<file path="src/rtl/goti_pkg.sv">
`timescale 1ns / 1ps
// Shared types and constants for the gas oven thermostat and igniter block.
package goti_pkg;

    // Field widths
    localparam int TS_W   = 32;   // millisecond timestamp
    localparam int MV_W   = 16;   // millivolt readings and limits
    localparam int TEMP_W = 14;   // temperature in 1/16 C, signed
    localparam int S10_W  = 20;   // ten times a millivolt reading
    localparam int P_W    = 29;   // scaled numerator (s10 - vref) * 620
    localparam int Q_W    = 13;   // quotient, below 8 * 620

    localparam logic signed [TEMP_W-1:0] TEMP_MIN_X16 = -14'sd160;
    localparam logic signed [TEMP_W-1:0] TEMP_MAX_X16 = 14'sd4800;
    localparam logic [9:0]               TEMP_SPAN_X16 = 10'd620;

    // Register indexes on the configuration port
    localparam logic [2:0] REG_TEMP_ON  = 3'd0;
    localparam logic [2:0] REG_TEMP_OFF = 3'd1;
    localparam logic [2:0] REG_IGNITE   = 3'd2;
    localparam logic [2:0] REG_VREF_MIN = 3'd3;
    localparam logic [2:0] REG_VREF_MAX = 3'd4;

    typedef enum logic [1:0] {
        MODE_IDLE     = 2'd0,
        MODE_IGNITING = 2'd1,
        MODE_HEATING  = 2'd2
    } heat_mode_t;

    typedef enum logic [2:0] {
        ST_IDLE,
        ST_SCALE,
        ST_MULT,
        ST_DIV,
        ST_FINISH
    } ctl_state_t;

endpackage

</file>
<file path="src/rtl/goti_div.sv">
`timescale 1ns / 1ps
// Bit-serial restoring divider: one quotient bit per cycle.
module goti_div (
    input  logic                       aclk,
    input  logic                       aresetn,
    input  logic                       start,
    input  logic [goti_pkg::P_W-1:0]   dividend,
    input  logic [goti_pkg::MV_W-1:0]  divisor,
    output logic                       done,
    output logic [goti_pkg::Q_W-1:0]   quotient
);

    localparam int CNT_W = $clog2(goti_pkg::P_W);
    localparam logic [CNT_W-1:0] CNT_LAST = CNT_W'(goti_pkg::P_W - 1);

    logic                      busy_reg, busy_next;
    logic                      done_reg, done_next;
    logic [CNT_W-1:0]          cnt_reg, cnt_next;
    logic [goti_pkg::MV_W-1:0] rem_reg, rem_next;
    logic [goti_pkg::MV_W-1:0] dvs_reg, dvs_next;
    logic [goti_pkg::P_W-1:0]  num_reg, num_next;
    logic [goti_pkg::Q_W-1:0]  quo_reg, quo_next;
    logic [goti_pkg::MV_W:0]   rem_sh;
    logic [goti_pkg::MV_W:0]   rem_sub;
    logic                      ge;

    always_comb begin
        rem_sh  = {rem_reg, num_reg[goti_pkg::P_W-1]};
        ge      = rem_sh >= {1'b0, dvs_reg};
        rem_sub = rem_sh - {1'b0, dvs_reg};

        busy_next = busy_reg;
        done_next = 1'b0;
        cnt_next  = cnt_reg;
        rem_next  = rem_reg;
        dvs_next  = dvs_reg;
        num_next  = num_reg;
        quo_next  = quo_reg;

        if (start) begin
            busy_next = 1'b1;
            cnt_next  = CNT_LAST;
            rem_next  = '0;
            dvs_next  = divisor;
            num_next  = dividend;
            quo_next  = '0;
        end else if (busy_reg) begin
            // remainder stays below the divisor, so its low bits hold it
            rem_next = ge ? rem_sub[goti_pkg::MV_W-1:0] : rem_sh[goti_pkg::MV_W-1:0];
            num_next = {num_reg[goti_pkg::P_W-2:0], 1'b0};
            quo_next = {quo_reg[goti_pkg::Q_W-2:0], ge};
            cnt_next = cnt_reg - 1'b1;
            if (cnt_reg == '0) begin
                busy_next = 1'b0;
                done_next = 1'b1;
            end
        end
    end

    always_ff @(posedge aclk) begin
        if (!aresetn) begin
            busy_reg <= 1'b0;
            done_reg <= 1'b0;
        end else begin
            busy_reg <= busy_next;
            done_reg <= done_next;
        end
        cnt_reg <= cnt_next;
        rem_reg <= rem_next;
        dvs_reg <= dvs_next;
        num_reg <= num_next;
        quo_reg <= quo_next;
    end

    assign done     = done_reg;
    assign quotient = quo_reg;

endmodule

</file>
<file path="src/rtl/gas_oven_thermostat_igniter_top.sv">
`timescale 1ns / 1ps
// Top level of the gas oven hysteresis thermostat with timed igniter.
//
//  Channel     Direction  Request contents
//  s_axis      in         one control tick: timestamp, vref, signal, door flag
//  m_axis      out        one result: gas, igniter, heat state, faults, temperature
//  APB         in/out     five configuration registers at byte addresses 0..16
//
// A request passes through these steps from acceptance to a valid result:
// scale the readings and check limits, form the numerator, run the bit-serial
// divider until its done flag, then update the heater state. The next request
// is accepted once the result is loaded and the control is back in idle, so the
// block does not take a new request while one is being processed.
// Reset (aresetn low, synchronous) restores the register defaults, idles the
// heater and clears the igniter start time. A stalled result sits in the output
// register; the next request is accepted meanwhile and waits in its finishing
// step until the result slot frees.
module gas_oven_thermostat_igniter_top (
    input  logic        aclk,
    input  logic        aresetn,

    input  logic        s_axis_tvalid,
    output logic        s_axis_tready,
    // [31:0] now_ms, [47:32] vref_mv, [63:48] sense_mv, [64] door_ajar, rest zero
    input  logic [71:0] s_axis_tdata,

    output logic        m_axis_tvalid,
    input  logic        m_axis_tready,
    // [0] gas_on, [1] spark_on, [3:2] heat_state, [4] ref_fault,
    // [5] sense_fault, [19:6] temperature_x16, rest zero
    output logic [23:0] m_axis_tdata,

    input  logic        psel,
    input  logic        penable,
    input  logic        pwrite,
    input  logic [4:0]  paddr,
    input  logic [31:0] pwdata,
    output logic [31:0] prdata,
    output logic        pready
);

    localparam int TS_W   = goti_pkg::TS_W;
    localparam int MV_W   = goti_pkg::MV_W;
    localparam int TEMP_W = goti_pkg::TEMP_W;
    localparam int S10_W  = goti_pkg::S10_W;
    localparam int P_W    = goti_pkg::P_W;
    localparam int Q_W    = goti_pkg::Q_W;

    localparam logic signed [TEMP_W-1:0] TEMP_ON_RST  = 14'sd2848;
    localparam logic signed [TEMP_W-1:0] TEMP_OFF_RST = 14'sd2912;
    localparam logic [MV_W-1:0]          IGNITE_RST   = 16'd5000;
    localparam logic [MV_W-1:0]          VMIN_RST     = 16'd4500;
    localparam logic [MV_W-1:0]          VMAX_RST     = 16'd5500;

    // Configuration registers
    logic signed [TEMP_W-1:0] temp_on_reg, temp_off_reg;
    logic [MV_W-1:0]          ignite_reg, vmin_reg, vmax_reg;
    logic                     cfg_wr;
    logic [2:0]               cfg_idx;

    // Control state
    goti_pkg::ctl_state_t state_reg, state_next;
    goti_pkg::heat_mode_t mode_reg, mode_next;
    logic [TS_W-1:0]      ign_start_reg, ign_start_next;

    // Captured request and scaled values
    logic [TS_W-1:0]  now_reg, now_next;
    logic [MV_W-1:0]  vref_reg, vref_next;
    logic [MV_W-1:0]  sig_reg, sig_next;
    logic             door_reg, door_next;
    logic [S10_W-1:0] s10_reg, s10_next;
    logic             lo_reg, lo_next;
    logic             hi_reg, hi_next;
    logic             vfault_reg, vfault_next;
    logic             sfault_reg, sfault_next;

    // Output slot
    logic             m_valid_reg, m_valid_next;
    logic [23:0]      m_data_reg, m_data_next;

    // Datapath helpers
    logic [S10_W-1:0]        s10_comb, v9_comb, num_diff;
    logic [P_W:0]            prod_full;
    logic                    div_start, div_done;
    logic [Q_W-1:0]          div_q;
    logic signed [TEMP_W-1:0] temp;
    logic [TS_W-1:0]         elapsed;
    logic                    fault;
    logic [1:0]              heat_code;

    // ---------------- configuration port ----------------
    assign pready  = 1'b1;
    assign cfg_idx = paddr[4:2];
    assign cfg_wr  = psel & penable & pwrite & pready;

    always_ff @(posedge aclk) begin
        if (!aresetn) begin
            temp_on_reg  <= TEMP_ON_RST;
            temp_off_reg <= TEMP_OFF_RST;
            ignite_reg   <= IGNITE_RST;
            vmin_reg     <= VMIN_RST;
            vmax_reg     <= VMAX_RST;
        end else if (cfg_wr) begin
            case (cfg_idx)
                goti_pkg::REG_TEMP_ON:  temp_on_reg  <= pwdata[TEMP_W-1:0];
                goti_pkg::REG_TEMP_OFF: temp_off_reg <= pwdata[TEMP_W-1:0];
                goti_pkg::REG_IGNITE:   ignite_reg   <= pwdata[MV_W-1:0];
                goti_pkg::REG_VREF_MIN: vmin_reg     <= pwdata[MV_W-1:0];
                goti_pkg::REG_VREF_MAX: vmax_reg     <= pwdata[MV_W-1:0];
                default: ;  // drop writes to unmapped addresses
            endcase
        end
    end

    always_comb begin
        case (cfg_idx)
            goti_pkg::REG_TEMP_ON:  prdata = {18'd0, temp_on_reg};
            goti_pkg::REG_TEMP_OFF: prdata = {18'd0, temp_off_reg};
            goti_pkg::REG_IGNITE:   prdata = {16'd0, ignite_reg};
            goti_pkg::REG_VREF_MIN: prdata = {16'd0, vmin_reg};
            goti_pkg::REG_VREF_MAX: prdata = {16'd0, vmax_reg};
            default:                prdata = '0;
        endcase
    end

    // ---------------- divider ----------------
    // Numerator (10*signal - vref) * 620, valid only when neither clamp hits;
    // otherwise the quotient is ignored.
    assign num_diff  = s10_reg - {4'd0, vref_reg};
    assign prod_full = {10'd0, num_diff} * {20'd0, goti_pkg::TEMP_SPAN_X16};
    assign div_start = (state_reg == goti_pkg::ST_MULT);

    goti_div u_div (
        .aclk     (aclk),
        .aresetn  (aresetn),
        .start    (div_start),
        .dividend (prod_full[P_W-1:0]),
        .divisor  (vref_reg),
        .done     (div_done),
        .quotient (div_q)
    );

    // ---------------- scaling, temperature, heater ----------------
    assign s10_comb = {4'd0, sig_reg} * 20'd10;
    assign v9_comb  = {4'd0, vref_reg} * 20'd9;

    // Clamp at both ends of the span; in between the quotient stays below 4960.
    assign temp = lo_reg ? goti_pkg::TEMP_MIN_X16 :
                  hi_reg ? goti_pkg::TEMP_MAX_X16 :
                  goti_pkg::TEMP_MIN_X16 + $signed({1'b0, div_q});

    // Wrapping timestamp difference since the gas opened
    assign elapsed = now_reg - ign_start_reg;
    assign fault   = door_reg | vfault_reg | sfault_reg;

    always_comb begin
        state_next     = state_reg;
        mode_next      = mode_reg;
        ign_start_next = ign_start_reg;
        now_next       = now_reg;
        vref_next      = vref_reg;
        sig_next       = sig_reg;
        door_next      = door_reg;
        s10_next       = s10_reg;
        lo_next        = lo_reg;
        hi_next        = hi_reg;
        vfault_next    = vfault_reg;
        sfault_next    = sfault_reg;
        m_data_next    = m_data_reg;
        heat_code      = goti_pkg::MODE_IDLE;
        s_axis_tready  = 1'b0;

        // Free the output slot once the consumer takes the result
        m_valid_next = m_valid_reg & ~m_axis_tready;

        case (state_reg)
            goti_pkg::ST_IDLE: begin
                s_axis_tready = 1'b1;
                if (s_axis_tvalid) begin
                    now_next   = s_axis_tdata[31:0];
                    vref_next  = s_axis_tdata[47:32];
                    sig_next   = s_axis_tdata[63:48];
                    door_next  = s_axis_tdata[64];
                    state_next = goti_pkg::ST_SCALE;
                end
            end
            goti_pkg::ST_SCALE: begin
                // Limit checks and clamp flags on the scaled readings
                s10_next    = s10_comb;
                lo_next     = s10_comb <= {4'd0, vref_reg};
                hi_next     = s10_comb >= v9_comb;
                vfault_next = (vref_reg < vmin_reg) || (vref_reg > vmax_reg);
                sfault_next = (s10_comb < {4'd0, vref_reg}) || (s10_comb > v9_comb);
                state_next  = goti_pkg::ST_MULT;
            end
            goti_pkg::ST_MULT: begin
                // Launch the divider with the product formed this cycle
                state_next = goti_pkg::ST_DIV;
            end
            goti_pkg::ST_DIV: begin
                if (div_done) begin
                    state_next = goti_pkg::ST_FINISH;
                end
            end
            goti_pkg::ST_FINISH: begin
                // Hold until the output slot is free, then advance the heater once
                if (!m_valid_reg || m_axis_tready) begin
                    if (fault) begin
                        mode_next = goti_pkg::MODE_IDLE;
                    end else begin
                        case (mode_reg)
                            goti_pkg::MODE_IDLE: begin
                                if (temp <= temp_on_reg) begin
                                    mode_next      = goti_pkg::MODE_IGNITING;
                                    ign_start_next = now_reg;
                                end
                            end
                            goti_pkg::MODE_IGNITING: begin
                                if (temp >= temp_off_reg) begin
                                    mode_next = goti_pkg::MODE_IDLE;
                                end else if (elapsed >= {16'd0, ignite_reg}) begin
                                    mode_next = goti_pkg::MODE_HEATING;
                                end
                            end
                            default: begin
                                if (temp >= temp_off_reg) begin
                                    mode_next = goti_pkg::MODE_IDLE;
                                end
                            end
                        endcase
                    end

                    case (mode_next)
                        goti_pkg::MODE_IDLE:     heat_code = goti_pkg::MODE_IDLE;
                        goti_pkg::MODE_IGNITING: heat_code = goti_pkg::MODE_IGNITING;
                        default:                 heat_code = goti_pkg::MODE_HEATING;
                    endcase

                    m_data_next = {4'd0, temp, sfault_reg, vfault_reg, heat_code,
                                   mode_next == goti_pkg::MODE_IGNITING,
                                   mode_next != goti_pkg::MODE_IDLE};
                    m_valid_next = 1'b1;
                    state_next   = goti_pkg::ST_IDLE;
                end
            end
            default: begin
                state_next = goti_pkg::ST_IDLE;
            end
        endcase
    end

    always_ff @(posedge aclk) begin
        if (!aresetn) begin
            state_reg     <= goti_pkg::ST_IDLE;
            mode_reg      <= goti_pkg::MODE_IDLE;
            ign_start_reg <= '0;
            m_valid_reg   <= 1'b0;
        end else begin
            state_reg     <= state_next;
            mode_reg      <= mode_next;
            ign_start_reg <= ign_start_next;
            m_valid_reg   <= m_valid_next;
        end
        now_reg    <= now_next;
        vref_reg   <= vref_next;
        sig_reg    <= sig_next;
        door_reg   <= door_next;
        s10_reg    <= s10_next;
        lo_reg     <= lo_next;
        hi_reg     <= hi_next;
        vfault_reg <= vfault_next;
        sfault_reg <= sfault_next;
        m_data_reg <= m_data_next;
    end

    assign m_axis_tvalid = m_valid_reg;
    assign m_axis_tdata  = m_data_reg;

endmodule

</file>
<file path="config.mk">
export PLATFORM = sky130hd
export DESIGN_NAME = gas_oven_thermostat_igniter_top
export DESIGN_NICKNAME = d
export VERILOG_FILES = /design/src/rtl/goti_pkg.sv /design/src/rtl/goti_div.sv /design/src/rtl/gas_oven_thermostat_igniter_top.sv
export SDC_FILE = /design/constraint.sdc
export NUM_CORES = 1
export LEC_CHECK = 0
export ABC_CLOCK_PERIOD_IN_PS = 6150
export BUFFER_PORTS_ARGS = -buffer_cell sky130_fd_sc_hd__clkbuf_2
export CORE_ASPECT_RATIO = 0.75
export CORE_MARGIN = 3
export CORE_UTILIZATION = 43
export DETAILED_ROUTE_END_ITERATION = 8
export PLACE_DENSITY = 0.62
export RECOVER_POWER = 100
export SLEW_MARGIN = 30
export SYNTH_ARGS = -nofsm -noshare
export SYNTH_HDL_FRONTEND = slang
export SYNTH_HIERARCHICAL = 1
export SYNTH_SLANG_ARGS = --single-unit
</file>
<file path="constraint.sdc">
create_clock -name aclk -period 6.15 [get_ports aclk]
set_clock_uncertainty 0.1 [all_clocks]
set_input_delay 0 -clock aclk [delete_from_list [all_inputs] [get_ports aclk]]
set_output_delay 0 -clock aclk [all_outputs]
set_load 0.01 [all_outputs]
</file>
==> impl_results.md, run 1 <==
- ANT nets after route: 0
- CP top delay family: compound AO/OA/AOI/OAI gates
- YS warnings: 6
- Vias per inst: 5.41
- Initial DRT Pass Iterations: 5
- Total global routing overflow: 0
- Share of async-settable or async-resettable flops after synthesis: 0
- Row cnt: 72
- Fin crit share: 1.01
- Element type at the critical path end: flop
- H-Tree Level Count: 2
- Critical-path cell list: inv_1 -> ha_1 -> a21o_1 -> a21oi_1 -> o21ai_2 -> a211oi_2 -> o21bai_1 -> xor2_1 -> inv_1 -> buf_6 -> fa_1 -> inv_1 -> fa_1 -> inv_1 -> fa_1 -> inv_2 -> ha_4 -> and3_4 -> a2111o_1 -> a2111oi_4 -> o311ai_1 -> a21oi_1 -> xnor2_1 -> mux2_2
- Final Hold Viols: 0
- Tmin final: 6230 ps
- Hold Path Class: primary input to flop
- Worst EP required: 6340 ps
- Vias in the first global route: 17500
- # DRC: 0
- CTS root buffer: clkbuf_16
- Most used cell, CP: inv_1
- Share of layout cells above drive strength 1: 0.139
- Worst R2R Start: vref_reg[8]$_DFFE_PP_
- Drt wl/cell: 17.4 um
- Total core area: 51700 um^2
- Routed vias: 18600
- Gr usage total: 0.212
- DIE HEIGHT: 204 um
- Post-layout util: 0.527
- GPL Wtd Cong: 0.873
- Status: finished with violations
- Initial DRC count: 1469
- Failing checks: capacitance limit, slew limit, setup timing
- Antenna Diode Count: 0
- Post-DP HPWL: 44800 um
- Syn-to-layout area delta: 20.7%
- Worst-Margin Slew: 4760 ps
- Buffers and inverters on the worst path: 6
- Crit path kind: flop to flop
- Worst Setup SP: vref_reg[8]$_DFFE_PP_
- Netlist cell types: 81
- Max cap viols: 3
- Initial antenna violation count: 1
- Power Dens Cells: 672 nW/um^2
- LEAKAGE: 11.6 nW
- Post-synthesis sequential area ratio: 0.335
- Seq cells post-synth: 302
- Die area: 55300 um^2
- Power, Total: 18.3 mW
- Slew HR: -2.17
- Die width: 271 um
- Worst-Skew Late Latency: 550 ps
- Clock transition at path regs: 60 ps
- RSZ-0062 raised after global routing: true
- Hold Crit Start: s_axis_tdata[9]
- Crit path max fanout: 4
- Syn avg cell area: 9.39 um^2
- CTS tree: yes
- Routed WL: 60000 um
- Crit path launch type: flop
- Top FF cell, synth: edfxtp_1
- Max Buffers Root-to-Sink: 3
- Max-slew violation count: 224
- Slowest-stage cell, CP: fa_1
- Synth Cell Area: 22600 um^2
- Fmax: 0.161 GHz
- Worst VDD drop: 0.00131 V
- Cts bufs inserted: 35
- Clock sinks: 302
- Final worst slack: -79.2 ps
- Initial Util: 0.436
- Critical path's largest stage delay: 510 ps
- CP arrival: 6420 ps
- Largest net degree at the start of global routing: 118
- Count of input and output buffers: 128
- Top-Level Pins: 175
- R2r setup slk: -80 ps
- Post-synth EDFFs: 152
- Nets: 3172
- Final setup viols: 3
- Syn Inst Count: 2404
- Global-route wire length before repair: 94400 um
per-stage QoR:
| stage | setup TNS, ps | std cells | worst slack (ps) | area, um^2 | hold slack [ps] |
|---|---|---|---|---|---|
| detailed placement | -1480 | 3257 | -319 | 24600 | 78.6 |
| global placement | -629 | 3257 | -178 | 24600 | 76.3 |
| CTS | -82.0 | 3426 | -51.9 | 27100 | 22.8 |
| floorplan | 0 | 2425 | 2.49 | 22700 | -1.13 |
| finish | -137 | 3436 | -79.2 | 27200 | 56.6 |
| global route | -1950 | 3436 | -381 | 27200 | 39.8 |
final timing paths:
| path | endpoint | cells after the start |
|---|---|---|
| worst min register to register | ignite_reg[13]$_SDFFE_PN0P_ | 2 |
| worst min-delay path | now_reg[9]$_DFFE_PP_ | 2 |
| worst max register to register | u_div/num_reg[27]$_DFFE_PP_ | 24 |
| worst max-delay path | u_div/num_reg[27]$_DFFE_PP_ | 24 |
cells by family after synthesis:
| family | after synthesis | synth area share |
|---|---|---|
| AOI/OAI and AO/OA | 576 | 0.177 |
| xor gates and xnor gates | 103 | 0.0406 |
| adders and majority gates | 350 | 0.212 |
| buffers and inverters | 382 | 0.0675 |
| DFF | 302 | 0.335 |
| muxes | 77 | 0.0358 |
| other | 2 | 0.000333 |
| and+or+nand+nor | 612 | 0.131 |
cells in the mapped netlist (all sizes together), types with 35 or more instances:
cell	n	area (um^2)
a21boi	56	420
a21o	53	398
a21oi	104	521
clkbuf	59	221
dfxtp	150	3000
edfxtp	152	4560
fa	54	1080
ha	296	3700
inv	289	1080
mux2i	47	470
nand2	230	863
nand2b	37	231
nand3	43	215
nor2	100	375
nor2b	57	357
o211ai	42	315
o21ai	91	455
xnor2	67	587
xor2	35	307
routing by layer:
layer / global-route usage / vias to the layer above / share of wire
met4: 0.0528 / 0 / 0.018
li1: - / 9126 / -
met2: 0.311 / 476 / 0.42
met1: 0.321 / 8906 / 0.50
met5: 0 / - / 0
met3: 0.0398 / 66 / 0.064
layout by cell type, fill, tap and decap left out, drive strengths merged, types with 35 or more instances in the layout:
cell type,n
dfxtp,150
a21o,53
nand2b,37
a21boi,56
nand3,43
xor2,35
o21ai,91
inv,291
a21oi,104
dlygate4sd3,86
buf,106
nor2b,57
o211ai,42
nand2,230
ha,296
xnor2,67
edfxtp,152
clkbuf,187
nor2,100
fa,54
mux2i,47
timing repair:
| item | in CTS | in global routing |
|---|---|---|
| hold buffers | 86 | 0 |
| setup endpoints to repair | 7 | 13 |
| pin swaps | 54 | 11 |
| setup buffers | 19 | 9 |
| endpoints found under the hold margin | 144 | 0 |
| gates resized for setup | 60 | 38 |
power by group:
| part | switching (mW) | total [mW] | internal [mW] |
|---|---|---|---|
| logic | 6.74 | 13.5 | 6.75 |
| clock network | 0.892 | 2.22 | 1.33 |
| registers | 0.127 | 2.59 | 2.46 |
cell type report:
cell class,instances,area (um^2)
inverters,289,1080
flip-flops and latches,302,7570
clock buffers,42,953
repair buffers,337,2320
multi-input cells,1741,14200
fillers,4756,24500
well taps,703,880
clock inverters,22,268
Power figures use the tool's default switching activity.
==> inputs of run 2 (changes only) <==
--- a/config.mk
+++ b/config.mk
@@ -11,7 +11,7 @@
 export CORE_MARGIN = 3
 export CORE_UTILIZATION = 43
 export DETAILED_ROUTE_END_ITERATION = 8
-export PLACE_DENSITY = 0.62
+export PLACE_DENSITY_LB_ADDON = 0.12
 export RECOVER_POWER = 100
 export SLEW_MARGIN = 30
 export SYNTH_ARGS = -nofsm -noshare
==> impl_results.md, run 2 (same netlist as run 1, synthesis figures left out) <==
- Status: finished with violations
- Failing checks: capacitance limit, slew limit, setup timing
- Fin crit share: 1.01
- R2r setup slk: -70 ps
- Worst EP required: 6340 ps
- Worst R2R Start: s10_reg[1]$_DFFE_PP_
- Tmin final: 6220 ps
- Sw Ratio: 0.414
- Drt wl/cell: 17.7 um
- Final Hold Viols: 0
- Combinational share of power: 0.737
- Initial DRC count: 1353
- Crit path kind: flop to flop
- Hold Path Class: primary input to flop
- Initial antenna violation count: 0
- Nets: 3186
- Die area: 55300 um^2
- Row cnt: 72
- RSZ-0062 raised after global routing: true
- Gr usage total: 0.215
- CTS root buffer: clkbuf_16
- Antenna Diode Count: 0
- Share of layout cells above drive strength 1: 0.142
- Commonest non-fill, non-tap cell in the layout: ha_1
- CTS tree: yes
- Initial Util: 0.436
- Element type at the critical path end: flop
- CP arrival: 6410 ps
- Total global routing overflow: 0
- Max cap viols: 5
- Power, Total: 18.7 mW
- Max-slew violation count: 241
- Final setup viols: 3
- Fmax: 0.161 GHz
- Sequential power share: 0.138
- Post-DP HPWL: 45700 um
- Int Pwr: 10.9 mW
- DIE HEIGHT: 204 um
- Die width: 271 um
- Power Dens Cells: 682 nW/um^2
- Worst Setup SP: s10_reg[1]$_DFFE_PP_
- Cts bufs inserted: 35
- ANT nets after route: 0
- H-Tree Level Count: 2
- Share of total power in the clock network: 0.125
- Syn-to-layout area delta: 21.3%
- Count of input and output buffers: 128
- # DRC: 0
- Worst-Skew Late Latency: 560 ps
- Most frequent cells in the layout: ha_1 (275), inv_1 (274), nand2_1 (226)
- Switching power: 7.74 mW
- CP endpoint: u_div/num_reg[23]$_DFFE_PP_
- Worst R2R Path Depth: 26
- Vias per inst: 5.37
- Vias in the first global route: 17300
- Initial DRT Pass Iterations: 6
- Crit path max fanout: 5
- Routed vias: 18500
- Final worst slack: -70.2 ps
- Routed WL: 61000 um
- Worst R2R End: u_div/num_reg[23]$_DFFE_PP_
- Clock sinks: 302
- Worst-Margin Slew: 3540 ps
- Largest net degree at the start of global routing: 83
- Max Buffers Root-to-Sink: 3
- Global-route wire length before repair: 95800 um
- Clock transition at path regs: 60 ps
- Worst VDD drop: 0.00141 V
- Total Neg Setup Slack: -175 ps
- LEAKAGE: 11.7 nW
- Slew HR: -1.36
- GPL Wtd Cong: 0.889
- Top-Level Pins: 175
- Total core area: 51700 um^2
- Crit path launch type: flop
-- run 2: cell count changes in the layout (fill, tap and decap cells not counted), sizes merged --
cell,previous run,this run
clkbuf,187,191
buf,106,116
clkinv,12,9
inv,291,292
bufinv,5,7
-- run 2: per-stage QoR --
step | util | std cells | setup WS (ps) | hold WS [ps] | cell area, um^2
finish | 0.529 | 3450 | -70.2 | 57.3 | 27400
global route | 0.529 | 3450 | -266 | 55.2 | 27400
CTS | 0.525 | 3436 | 5.08 | 20.7 | 27100
detailed placement | 0.477 | 3270 | -307 | 78.6 | 24600
global placement | 0.477 | 3270 | -191 | 76.7 | 24600
floorplan | - | 2425 | 2.49 | -1.13 | 22700
-- run 2: how the worst min path moves through the flow --
stage | start | cells past startpoint | endpoint | slack [ps]
6_report | s_axis_tdata[11] | 2 | now_reg[11]$_DFFE_PP_ | 60
5_1_grt | s_axis_tdata[27] | 2 | now_reg[27]$_DFFE_PP_ | 60
4_1_cts | s_axis_tdata[31] | 2 | now_reg[31]$_DFFE_PP_ | 20
3_5_place_dp | s_axis_tdata[23] | 1 | now_reg[23]$_DFFE_PP_ | 80
3_3_place_gp | s_axis_tdata[23] | 1 | now_reg[23]$_DFFE_PP_ | 80
2_1_floorplan | s_axis_tdata[64] | 0 | door_reg$_DFFE_PP_ | -1
-- run 2: final cells by class --
type                            instances  area, um^2
Clock inverter                         22         313
Timing Repair Buffer                  351        2400
Tap cell                              703         880
Inverter                              289        1080
Clock buffer                           42         963
Fill cell                            4785       24300
Sequential cell                       302        7570
Multi-Input combinational cell       1741       14200
-- run 2: layer usage --
| layer | track usage | vias up | part of all wire |
|---|---|---|---|
| met5 | 0 | - | 0 |
| met4 | 0.0464 | 0 | 0.016 |
| met3 | 0.0300 | 69 | 0.053 |
| met2 | 0.310 | 460 | 0.41 |
| met1 | 0.339 | 8849 | 0.52 |
| li1 | - | 9165 | - |
-- run 2: worst max-delay path: stages (launching register included) --
cell and delay [ps]:
edfxtp_1 420, inv_2 60, fa_2 410, nor2b_4 110, o21a_1 150, o21ai_2 60
nand2b_1 140, a31o_4 240, a21oi_4 70, xnor2_2 130, buf_6 140, fa_1 500
inv_1 50, fa_1 460, fa_1 510, inv_2 50, ha_4 210, o21a_1 190
o21ai_4 200, o311ai_4 140, a2111o_1 500, a2111oi_4 380, buf_4 180, nor2_1 40
a21oi_1 170, xnor2_1 80, mux2_2 260
-- run 2: timing repair --
item | in CTS | in global routing
hold buffers | 86 | 0
setup buffers | 16 | 14
pin swaps | 44 | 48
endpoints found under the setup margin | 7 | 9
endpoints found under the hold margin | 158 | 0
gates resized for setup | 44 | 55
-- run 2: power by group through the flow --
stage          combinational (mW)  clock [mW]  sequential (mW)
2_1_floorplan                8.05           0             2.58
5_1_grt                      15.3        2.47             2.61
3_3_place_gp                 11.0           0             2.62
6_report                     13.8        2.33             2.58
4_1_cts                      12.2        2.39             2.58
3_5_place_dp                 11.2           0             2.62
==> inputs of run 3 (changes only) <==
--- a/config.mk
+++ b/config.mk
@@ -7,12 +7,14 @@
 export LEC_CHECK = 0
 export ABC_CLOCK_PERIOD_IN_PS = 6150
 export BUFFER_PORTS_ARGS = -buffer_cell sky130_fd_sc_hd__clkbuf_2
-export CORE_ASPECT_RATIO = 0.75
+export CORE_ASPECT_RATIO = 1.25
 export CORE_MARGIN = 3
 export CORE_UTILIZATION = 43
+export CTS_CLUSTER_DIAMETER = 200
 export DETAILED_ROUTE_END_ITERATION = 8
 export PLACE_DENSITY_LB_ADDON = 0.12
 export RECOVER_POWER = 100
+export SETUP_SLACK_MARGIN = 0.1
 export SLEW_MARGIN = 30
 export SYNTH_ARGS = -nofsm -noshare
 export SYNTH_HDL_FRONTEND = slang
==> impl_results.md, run 3 (same netlist as run 1, synthesis figures left out) <==
- WHS Path Cells: 2
- Gr usage total: 0.216
- Worst R2R Start: s10_reg[1]$_DFFE_PP_
- Power, Total: 17.9 mW
- R2r setup slk: -40 ps
- RSZ-0062 raised after global routing: true
- Total core area: 51700 um^2
- Commonest non-fill, non-tap cell in the layout: inv_1
- CTS root buffer: clkbuf_16
- Die area: 55300 um^2
- Die width: 211 um
- Worst-Margin Slew: 4150 ps
- Largest net degree at the start of global routing: 66
- Worst VDD drop: 0.000856 V
- Nets: 3169
- Worst R2R End: u_div/num_reg[25]$_DFFE_PP_
- Multi-input gate area: 14100 um^2
- Count of input and output buffers: 128
- Top-Level Pins: 175
- ANT nets after route: 0
- Worst EP required: 6350 ps
- Global-route wire length before repair: 95900 um
- Max-slew violation count: 103
- Most frequent cells in the layout: inv_1 (279), ha_1 (276), nand2_1 (228)
- Share of layout cells above drive strength 1: 0.129
- Failing checks: capacitance limit, slew limit, setup timing
- Crit path kind: flop to flop
- Worst R2R Path Depth: 25
- Slew HR: -1.77
- Crit path launch type: flop
- Fin crit share: 1.01
- Finished Layout Cells: 3397
- Max Buffers Root-to-Sink: 3
- Pre-CTS setup slack: -329 ps
- Row cnt: 93
- Initial antenna violation count: 0
- # DRC: 0
- GPL Wtd Cong: 0.869
- Max cap viols: 2
- Int Pwr: 10.4 mW
- H-Tree Level Count: 2
- Storage element area: 7570 um^2
- Routed WL: 60400 um
- Syn-to-layout area delta: 20.4%
- Routed vias: 18300
- Vias per inst: 5.39
- Hold endpoint: now_reg[2]$_DFFE_PP_
- Status: finished with violations
- Sw Ratio: 0.417
- Total global routing overflow: 0
- Drt wl/cell: 17.8 um
- Final Hold Viols: 0
- Sequential power share: 0.144
- Share of total power in the clock network: 0.132
- CTS tree: yes
- CP arrival: 6390 ps
- Element type at the critical path end: flop
- Crit path max fanout: 5
- Cts bufs inserted: 37
- Switching power: 7.48 mW
- Dpl cells: 3210
- Initial Util: 0.437
- Final setup viols: 2
- Combinational share of power: 0.724
- DIE HEIGHT: 262 um
- Fill count: 4787
- Final worst slack: -43.2 ps
- Vias in the first global route: 18300
- Power Dens Cells: 660 nW/um^2
- Clock sinks: 302
- Post-layout util: 0.526
- Tmin final: 6190 ps
- Clock transition at path regs: 60 ps
- Initial DRC count: 929
- Total Neg Setup Slack: -60.1 ps
- Post-DP HPWL: 46400 um
- Worst-Skew Late Latency: 570 ps
- Hold Path Class: primary input to flop
- LEAKAGE: 11.6 nW
- Initial DRT Pass Iterations: 5
- Fmax: 0.161 GHz
- Hold Crit Start: s_axis_tdata[2]
- Antenna Diode Count: 0
run 3: what timing repair did:
| action | CTS | global route |
|---|---|---|
| endpoints found under the hold margin | 158 | 0 |
| setup buffers | 13 | 16 |
| gates cloned | 0 | 0 |
| pin swaps | 50 | 33 |
| hold buffers | 90 | 0 |
| endpoints found under the setup margin | 9 | 12 |
| resized for setup | 41 | 26 |
run 3: metal layers:
| layer | global-route usage | vias to the layer above | share of wire |
|---|---|---|---|
| li1 | - | 9109 | - |
| met1 | 0.261 | 8736 | 0.42 |
| met3 | 0.0258 | 122 | 0.034 |
| met4 | 0.0819 | 0 | 0.038 |
| met5 | 0 | - | 0 |
| met2 | 0.396 | 344 | 0.51 |
run 3: worst max-delay path, cell delays in order, from the launching register on:
cell	delay (ps)
edfxtp_1	410
buf_6	140
ha_4	250
nor2b_4	170
o2111ai_4	160
a31oi_4	280
a21o_1	160
a21oi_2	70
xnor2_2	180
buf_4	150
fa_1	480
fa_1	490
inv_1	50
fa_1	490
inv_2	50
ha_4	250
o21a_1	110
o21ai_2	190
o311ai_2	150
a2111o_1	500
a2111oi_4	380
buf_4	190
o31ai_2	60
nor2_1	140
xnor2_1	90
mux2_4	250
run 3: how the worst max path moves through the flow:
stage	startpoint	end	depth (start not counted)
floorplan	vref_reg[0]$_DFFE_PP_	u_div/num_reg[27]$_DFFE_PP_	24
global placement	vref_reg[1]$_DFFE_PP_	u_div/num_reg[26]$_DFFE_PP_	24
detailed placement	vref_reg[1]$_DFFE_PP_	u_div/num_reg[28]$_DFFE_PP_	24
CTS	vref_reg[1]$_DFFE_PP_	u_div/num_reg[27]$_DFFE_PP_	27
global route	s10_reg[1]$_DFFE_PP_	u_div/num_reg[25]$_DFFE_PP_	25
finish	s10_reg[1]$_DFFE_PP_	u_div/num_reg[25]$_DFFE_PP_	25
run 3: metrics by stage:
stage          hold WS [ps]  instance area, um^2
4_1_cts                8.69                27100
3_3_place_gp           77.2                24500
3_5_place_dp           78.6                24600
5_1_grt                32.7                27200
6_report               40.1                27200
2_1_floorplan         -1.13                22800
run 3: cell type report:
type,count,share of cell area
tap,665,0.0306
clock inverter,20,0.0107
inverter,289,0.0400
clock buffer,48,0.0379
timing repair buffer,332,0.0843
multi-input combinational,1741,0.518
sequential,302,0.279
run 3: power by group through the flow:
stage          Sequential [mW]  Combinational, mW  Clock (mW)
5_1_grt                   2.61               14.6        2.50
6_report                  2.59               13.0        2.36
2_1_floorplan             2.58               8.52           0
3_5_place_dp              2.62               11.3           0
3_3_place_gp              2.62               11.0           0
4_1_cts                   2.58               12.2        2.42
